`src/hdl/ship_rrip_replacement_top_defines.svh`:
```
// Assertion macros used by the replacement engine sequencer.
`ifndef SHIP_RRIP_REPLACEMENT_TOP_DEFINES_SVH
`define SHIP_RRIP_REPLACEMENT_TOP_DEFINES_SVH
`ifndef SYNTHESIS
`define SHIP_ASSERT(lbl, clk, rst, prop, msg) \
   lbl: assert property (@(posedge clk) disable iff (rst) prop) else $error(msg);
`define SHIP_ASSERT_NEVER(lbl, clk, rst, cond, msg) \
   lbl: assert property (@(posedge clk) disable iff (rst) !(cond)) else $error(msg);
`else
`define SHIP_ASSERT(lbl, clk, rst, prop, msg)
`define SHIP_ASSERT_NEVER(lbl, clk, rst, cond, msg)
`endif
`endif

```
`src/hdl/ship_rrip_pkg.sv`:
```
// Types, sizes and command codes of the SHiP/SRRIP replacement engine.
`default_nettype none
package ship_rrip_pkg;

   // store geometry
   localparam int SETS            = 2048;
   localparam int WAYS            = 16;
   localparam int COUNTER_ENTRIES = 4096;
   localparam int RRPV_WIDTH      = 3;
   localparam int COUNTER_WIDTH   = 3;

   // transaction field widths
   localparam int FUNC_W      = 1;
   localparam int SET_INDEX_W = 11;
   localparam int WAY_W       = 4;
   localparam int PC_W        = 64;
   localparam int THRESH_W    = 3;

   localparam int SET_AW  = (SETS > 1) ? $clog2(SETS) : 1;
   localparam int WAY_AW  = $clog2(WAYS);
   localparam int SIG_W   = $clog2(COUNTER_ENTRIES);
   localparam int SWEEP_N = (SETS > COUNTER_ENTRIES) ? SETS : COUNTER_ENTRIES;
   localparam int CLR_W   = $clog2(SWEEP_N);

   localparam logic [RRPV_WIDTH-1:0]    RRPV_TOP  = {RRPV_WIDTH{1'b1}};
   localparam logic [RRPV_WIDTH-1:0]    RRPV_NEAR = RRPV_TOP - RRPV_WIDTH'(1);
   localparam logic [COUNTER_WIDTH-1:0] CTR_TOP   = {COUNTER_WIDTH{1'b1}};
   localparam logic [COUNTER_WIDTH-1:0] CTR_START = CTR_TOP >> 1;
   localparam logic [THRESH_W-1:0]      THRESH_RESET = THRESH_W'(3);

   // func codes
   localparam logic [FUNC_W-1:0] FUNC_VICTIM = 1'b0;
   localparam logic [FUNC_W-1:0] FUNC_UPDATE = 1'b1;

   // row write operations
   localparam logic [1:0] ROW_OP_CLEAR = 2'd0;
   localparam logic [1:0] ROW_OP_AGE   = 2'd1;
   localparam logic [1:0] ROW_OP_HIT   = 2'd2;
   localparam logic [1:0] ROW_OP_FILL  = 2'd3;

   // counter write operations
   localparam logic [1:0] CTR_OP_CLEAR = 2'd0;
   localparam logic [1:0] CTR_OP_INC   = 2'd1;
   localparam logic [1:0] CTR_OP_DEC   = 2'd2;

   typedef struct packed {
      logic [RRPV_WIDTH-1:0] rrpv;
      logic                  reused;
      logic [SIG_W-1:0]      sig;
   } way_entry_type;

   typedef way_entry_type [WAYS-1:0] row_type;

   typedef struct packed {
      logic             latch_req;
      logic             row_rd;
      logic             row_wr;
      logic [1:0]       row_op;
      logic             ctr_rd;
      logic             ctr_rd_new;
      logic             ctr_wr;
      logic [1:0]       ctr_op;
      logic             load_rsp;
      logic [CLR_W-1:0] clr_idx;
   } cmd_type;

   typedef struct packed {
      logic [FUNC_W-1:0] func;
      logic              hit;
      logic              way_ok;
   } sts_type;

endpackage
`default_nettype wire

```
`src/hdl/ship_rrip_ctrl.sv`:
```
// Sequencer of the replacement engine: clearing sweep and per-transaction steps.
`default_nettype none
`include "ship_rrip_replacement_top_defines.svh"
module ship_rrip_ctrl import ship_rrip_pkg::*; (
   input  wire logic    clock,
   input  wire logic    reset,
   input  wire logic    req_valid,
   output logic         req_ready,
   output logic         rsp_valid,
   input  wire logic    rsp_ready,
   input  wire sts_type sts,
   output cmd_type      cmd
);

   localparam logic [2:0] ST_CLEAR      = 3'd0;
   localparam logic [2:0] ST_IDLE       = 3'd1;
   localparam logic [2:0] ST_ROW_RD     = 3'd2;
   localparam logic [2:0] ST_EVAL       = 3'd3;
   localparam logic [2:0] ST_CTR_OLD    = 3'd4;
   localparam logic [2:0] ST_CTR_NEW_RD = 3'd5;
   localparam logic [2:0] ST_CTR_NEW    = 3'd6;

   logic [2:0]       state_ff, state_in;
   logic [CLR_W-1:0] clr_idx_ff, clr_idx_in;
   logic             rsp_valid_ff, rsp_valid_in;
   logic             rsp_free;

   assign rsp_free  = !rsp_valid_ff || rsp_ready;
   assign rsp_valid = rsp_valid_ff;
   assign req_ready = (state_ff == ST_IDLE);

   always_comb begin
      state_in       = state_ff;
      clr_idx_in     = clr_idx_ff;
      cmd            = '0;
      cmd.clr_idx    = clr_idx_ff;
      cmd.row_op     = ROW_OP_CLEAR;
      cmd.ctr_op     = CTR_OP_CLEAR;
      unique case (state_ff)
         ST_CLEAR: begin
            cmd.row_wr = ({1'b0, clr_idx_ff} < (CLR_W+1)'(SETS));
            cmd.ctr_wr = ({1'b0, clr_idx_ff} < (CLR_W+1)'(COUNTER_ENTRIES));
            if (clr_idx_ff == CLR_W'(SWEEP_N - 1)) begin
               state_in = ST_IDLE;
            end else begin
               clr_idx_in = clr_idx_ff + CLR_W'(1);
            end
         end
         ST_IDLE: begin
            if (req_valid) begin
               cmd.latch_req = 1'b1;
               state_in      = ST_ROW_RD;
            end
         end
         ST_ROW_RD: begin
            cmd.row_rd = 1'b1;
            state_in   = ST_EVAL;
         end
         ST_EVAL: begin
            if (sts.func == FUNC_VICTIM) begin
               if (rsp_free) begin
                  cmd.row_wr   = 1'b1;
                  cmd.row_op   = ROW_OP_AGE;
                  cmd.load_rsp = 1'b1;
                  state_in     = ST_IDLE;
               end
            end else if (!sts.way_ok) begin
               if (rsp_free) begin
                  cmd.load_rsp = 1'b1;
                  state_in     = ST_IDLE;
               end
            end else begin
               cmd.ctr_rd = 1'b1;
               state_in   = ST_CTR_OLD;
            end
         end
         ST_CTR_OLD: begin
            if (sts.hit) begin
               if (rsp_free) begin
                  cmd.ctr_wr   = 1'b1;
                  cmd.ctr_op   = CTR_OP_INC;
                  cmd.row_wr   = 1'b1;
                  cmd.row_op   = ROW_OP_HIT;
                  cmd.load_rsp = 1'b1;
                  state_in     = ST_IDLE;
               end
            end else begin
               cmd.ctr_wr = 1'b1;
               cmd.ctr_op = CTR_OP_DEC;
               state_in   = ST_CTR_NEW_RD;
            end
         end
         ST_CTR_NEW_RD: begin
            cmd.ctr_rd     = 1'b1;
            cmd.ctr_rd_new = 1'b1;
            state_in       = ST_CTR_NEW;
         end
         ST_CTR_NEW: begin
            if (rsp_free) begin
               cmd.row_wr   = 1'b1;
               cmd.row_op   = ROW_OP_FILL;
               cmd.load_rsp = 1'b1;
               state_in     = ST_IDLE;
            end
         end
         default: begin
            state_in = ST_CLEAR;
         end
      endcase
   end

   assign rsp_valid_in = cmd.load_rsp || (rsp_valid_ff && !rsp_ready);

   always_ff @(posedge clock) begin
      if (reset) begin
         state_ff     <= ST_CLEAR;
         clr_idx_ff   <= '0;
         rsp_valid_ff <= 1'b0;
      end else begin
         state_ff     <= state_in;
         clr_idx_ff   <= clr_idx_in;
         rsp_valid_ff <= rsp_valid_in;
      end
   end

   `SHIP_ASSERT_NEVER(a_rsp_no_overwrite, clock, reset, cmd.load_rsp && rsp_valid_ff && !rsp_ready, "response overwritten before it was taken")
   `SHIP_ASSERT(a_accept_reads_row, clock, reset, req_valid && req_ready |=> state_ff == ST_ROW_RD, "accepted transaction did not start a row read")
   `SHIP_ASSERT(a_load_shows_rsp, clock, reset, cmd.load_rsp |=> rsp_valid_ff, "loaded response not presented")

endmodule
`default_nettype wire

```
`config.mk`:
```
export PLATFORM = sky130hd
export DESIGN_NAME = ship_rrip_ctrl
export DESIGN_NICKNAME = d
export VERILOG_FILES = /design/src/hdl/ship_rrip_pkg.sv /design/src/hdl/ship_rrip_ctrl.sv
export VERILOG_INCLUDE_DIRS = /design/src /design/src/hdl
export SDC_FILE = /design/constraint.sdc
export NUM_CORES = 1
export LEC_CHECK = 0
export BUFFER_PORTS_ARGS = -buffer_cell sky130_fd_sc_hd__buf_2
export CORE_MARGIN = 5
export CORE_UTILIZATION = 50
export CTS_BUF_LIST = sky130_fd_sc_hd__clkbuf_2
export CTS_CLUSTER_DIAMETER = 120
export DETAILED_ROUTE_END_ITERATION = 16
export PLACE_DENSITY = 0.83
export SLEW_MARGIN = 10
export SYNTH_ARGS = -nofsm -noshare
export SYNTH_HDL_FRONTEND = slang
export SYNTH_SLANG_ARGS = --single-unit
```
`constraint.sdc`:
```
create_clock -name clock -period 5.09 [get_ports clock]
set_clock_uncertainty 0.1 [all_clocks]
set_input_delay 1.018 -clock clock [delete_from_list [all_inputs] [get_ports clock]]
set_output_delay 1.018 -clock clock [all_outputs]
set_load 0.02 [all_outputs]
```
==> flow_metrics.py <==
metrics = {
    "layout": {
        "area.growth.synth_to_final_pct": 17.1,
        "fillers": 186,
        "antennaDiodeCount": 0,
        "final_layout_size_suffix_gt1_share_pct": 24.8,
        "fin_cells": 180,
        "num-nets-final": 162,
        "stdcell_area_mm2": 0.00116,
    },
    "clock_network": {
        "post_cts_buffers": 0,
        "clk_latency_ns": 0.29,
        "post_cts_resized": 0,
        "cts_tree": "yes",
        "clkTransAtPathRegs_ns": 0.15,
        "cts_max_level": 1,
        "clockRootBuffer": "clkbuf_2",
        "cts_buffer_depth": 2,
        "cts_buffers": 3,
        "ctsHoldBuffers": 0,
        "cts.sinks": 16,
    },
    "synth": {
        "synth_top_family_by_area": "simple AND/OR/NAND/NOR gates",
        "muxShareOfSynthArea_pct": 3.15,
        "yosysTopAreaCell": "dfxtp_1",
        "synth_top_area_share_pct": 32.2,
        "ys_ff_latch": 16,
        "ys_async_sr_fraction_pct": 0,
        "synth_cell_types": 37,
        "netlist_area_um2": 993,
        "synth_fa_ha_area_share_pct": 1.26,
        "syn_nets": 132,
        "syn_area_per_cell_um2": 8.01,
        "ys_warn_count": 0,
        "ys.flop_type": "dfxtp_1",
        "seq_area_frac_synth_pct": 32.2,
        "synth_edf_count": 0,
        "synth_compound_area_share_pct": 23.0,
        "yosys-top-cells-area": "dfxtp_1 32%, a21oi_1 5.5%, o21ai_0 5.5%, nor2_1 4.9%, or3_1 4.4%",
        "synth-xor-area-share_pct": 0.882,
        "netlist_instances": 124,
        "synth-simple-area-share_pct": 33.4,
    },
    "hold_path": {
        "hold_path.class": "flop to flop",
    },
    "detailed_routing": {
        "num_vias": 1029,
        "first_iter_violations": 27,
        "routed_wl_um": 2340,
        "drt-wirelength-per-cell_um": 13.0,
        "antenna_left": 0,
        "dr.pass1.iters": 4,
        "drc": 0,
        "via_per_inst": 5.72,
    },
    "pwr": {
        "power_leakage_uw": 0.000558,
        "power.total_uw": 205,
        "vdd.ir_drop.worst_uv": 121,
        "p_per_area_mw_per_mm2": 177,
    },
    "sta": {
        "drv_slew": 0,
        "tightest_slew_ns": 0.815,
        "setup_viol": 0,
        "period_needed_ns": 3.02,
        "finalCritPeriodShare_pct": 59.4,
        "maxSlewHeadroom_pct": 45.5,
        "final_hold_viol_count": 0,
        "fmax_ghz": 0.331,
        "rsz0062_at_grt": "no",
        "fin_setup_tns_ns": 0,
    },
    "outcome": {
        "outcome": "completed",
    },
    "worst_setup_path": {
        "end_kind": "output pin",
        "crit_arrival_ns": 1.91,
        "worstSetupPathType": "input port to output pin",
        "required_ns": 3.97,
        "cp_max_fo": 5,
        "ff2ff_setup_slack_ns": 2.87,
        "start_kind": "input port",
    },
    "grt": {
        "antenna_found_initial": 0,
        "grt_max_degree": 18,
        "grt-ovfl-total": 0,
        "track_usage_pct": 18.3,
        "use_met1_pct": 23.2,
        "busiest_layer": "met2",
        "grt_pass1_wl_um": 4040,
        "grt_pass1_vias": 943,
        "use_met2_pct": 31.1,
        "grtUsageMet3_pct": 3.00,
    },
    "placed_design": {
        "dp.cells": 176,
        "numPortBuffers": 31,
        "hpwl_um": 1750,
        "place_area_mm2": 0.00114,
        "place.gp.congestion": 0.767,
    },
    "die": {
        "core_area_mm2": 0.00192,
        "ios": 32,
        "die_w_um": 54.6,
        "start_util_pct": 51.7,
        "num_rows": 16,
        "dieArea_mm2": 0.00298,
        "die_h_um": 54.6,
    },
    "flow_run": {
        "drv_cap": 0,
    },
}
[routing by layer]
layer / vias to the layer above / wire length (um)
met1: 480 / 1070
met2: 33 / 1100
met4: 0 / 31
met3: 5 / 134
met5: - / 0
li1: 511 / -
[flip-flops by register name (all words and copies together) (netlist names)]
signal      cells
clr_idx_ff     12
state_ff        3
rsp_valid       1
[worst max-delay path: stages]
cell and delay (ns):
buf_2 0.12, nor2_1 0.25, nor2_1 0.07, a41oi_1 0.23, nor2_1 0.06, buf_2 0.16
[metrics by stage]
stage	util, %	worst slack, ns	hold WS [ns]
2_1_floorplan	-	2.12	0.475
3_3_place_gp	59.6	2.13	0.397
3_5_place_dp	59.6	2.07	0.418
4_1_cts	60.5	2.06	0.437
5_1_grt	60.5	1.93	0.477
6_report	60.5	2.07	0.435
[logic make-up (layout without fill, tap and decap cells)]
kind of cell    count (synthesis)  after routing
compound gates                 34             34
xor+xnor                        1              1
fa+ha+maj                       1              1
buf+inv                        12             41
flops                          16             16
mux                             3              3
simple gates                   57             57
[layout by cell type, fill, tap and decap left out, types with 2 or more instances in the layout]
cell type and count:
and4_1 2, o21ai_0 11, o211a_1 2, nor2b_1 2, inv_1 6, a21oi_1 11
nor2_1 13, clkbuf_2 3, or4_1 2, nand4_1 2, nand2b_1 5, buf_2 31
nor3_1 4, or3_1 7, a41oi_1 2, dfxtp_1 16, o31ai_1 2, mux2i_1 2
nand2_1 8, nand3_1 5
[power breakdown]
part	leakage, uW	internal, uW	switching [uW]	total, uW
combinational	0.000415	6.27	11.0	17.3
clock	0.0000140	17.1	40.8	57.9
sequential	0.000129	127	2.96	130
total	0.000558	151	54.8	205
[layout make-up]
type                            count  area, um2  area share, %
Clock buffer                        3       15.0           1.29
Tap cell                           27       33.8           2.90
Clock inverter                      1       3.75          0.323
Sequential cell                    16        320           27.5
Multi-Input combinational cell     96        613           52.7
Inverter                            6       22.5           1.94
Timing Repair Buffer               31        155           13.3
[cells in the mapped netlist, types with 2 or more instances]
master and instances:
a21oi_1 11, a41oi_1 2, and4_1 2, buf_6 2
clkbuf_1 3, dfxtp_1 16, inv_1 6, mux2i_1 2
nand2_1 8, nand2b_1 5, nand3_1 5, nand4_1 2
nor2_1 13, nor2b_1 2, nor3_1 4, o211a_1 2
o21ai_0 11, o31ai_1 2, or3_1 7, or4_1 2
[final timing paths]
| kind | startpoint | endpoint | cells past startpoint |
|---|---|---|---|
| max reg2reg | clr_idx_ff[0]$_SDFFE_PP0P_ | clr_idx_ff[5]$_SDFFE_PP0P_ | 5 |
| min | clr_idx_ff[5]$_SDFFE_PP0P_ | clr_idx_ff[5]$_SDFFE_PP0P_ | 2 |
| max | sts[1] | cmd[12] | 6 |
| min reg2reg | clr_idx_ff[5]$_SDFFE_PP0P_ | clr_idx_ff[5]$_SDFFE_PP0P_ | 2 |
No activity file was read; power rests on OpenSTA's default activity.
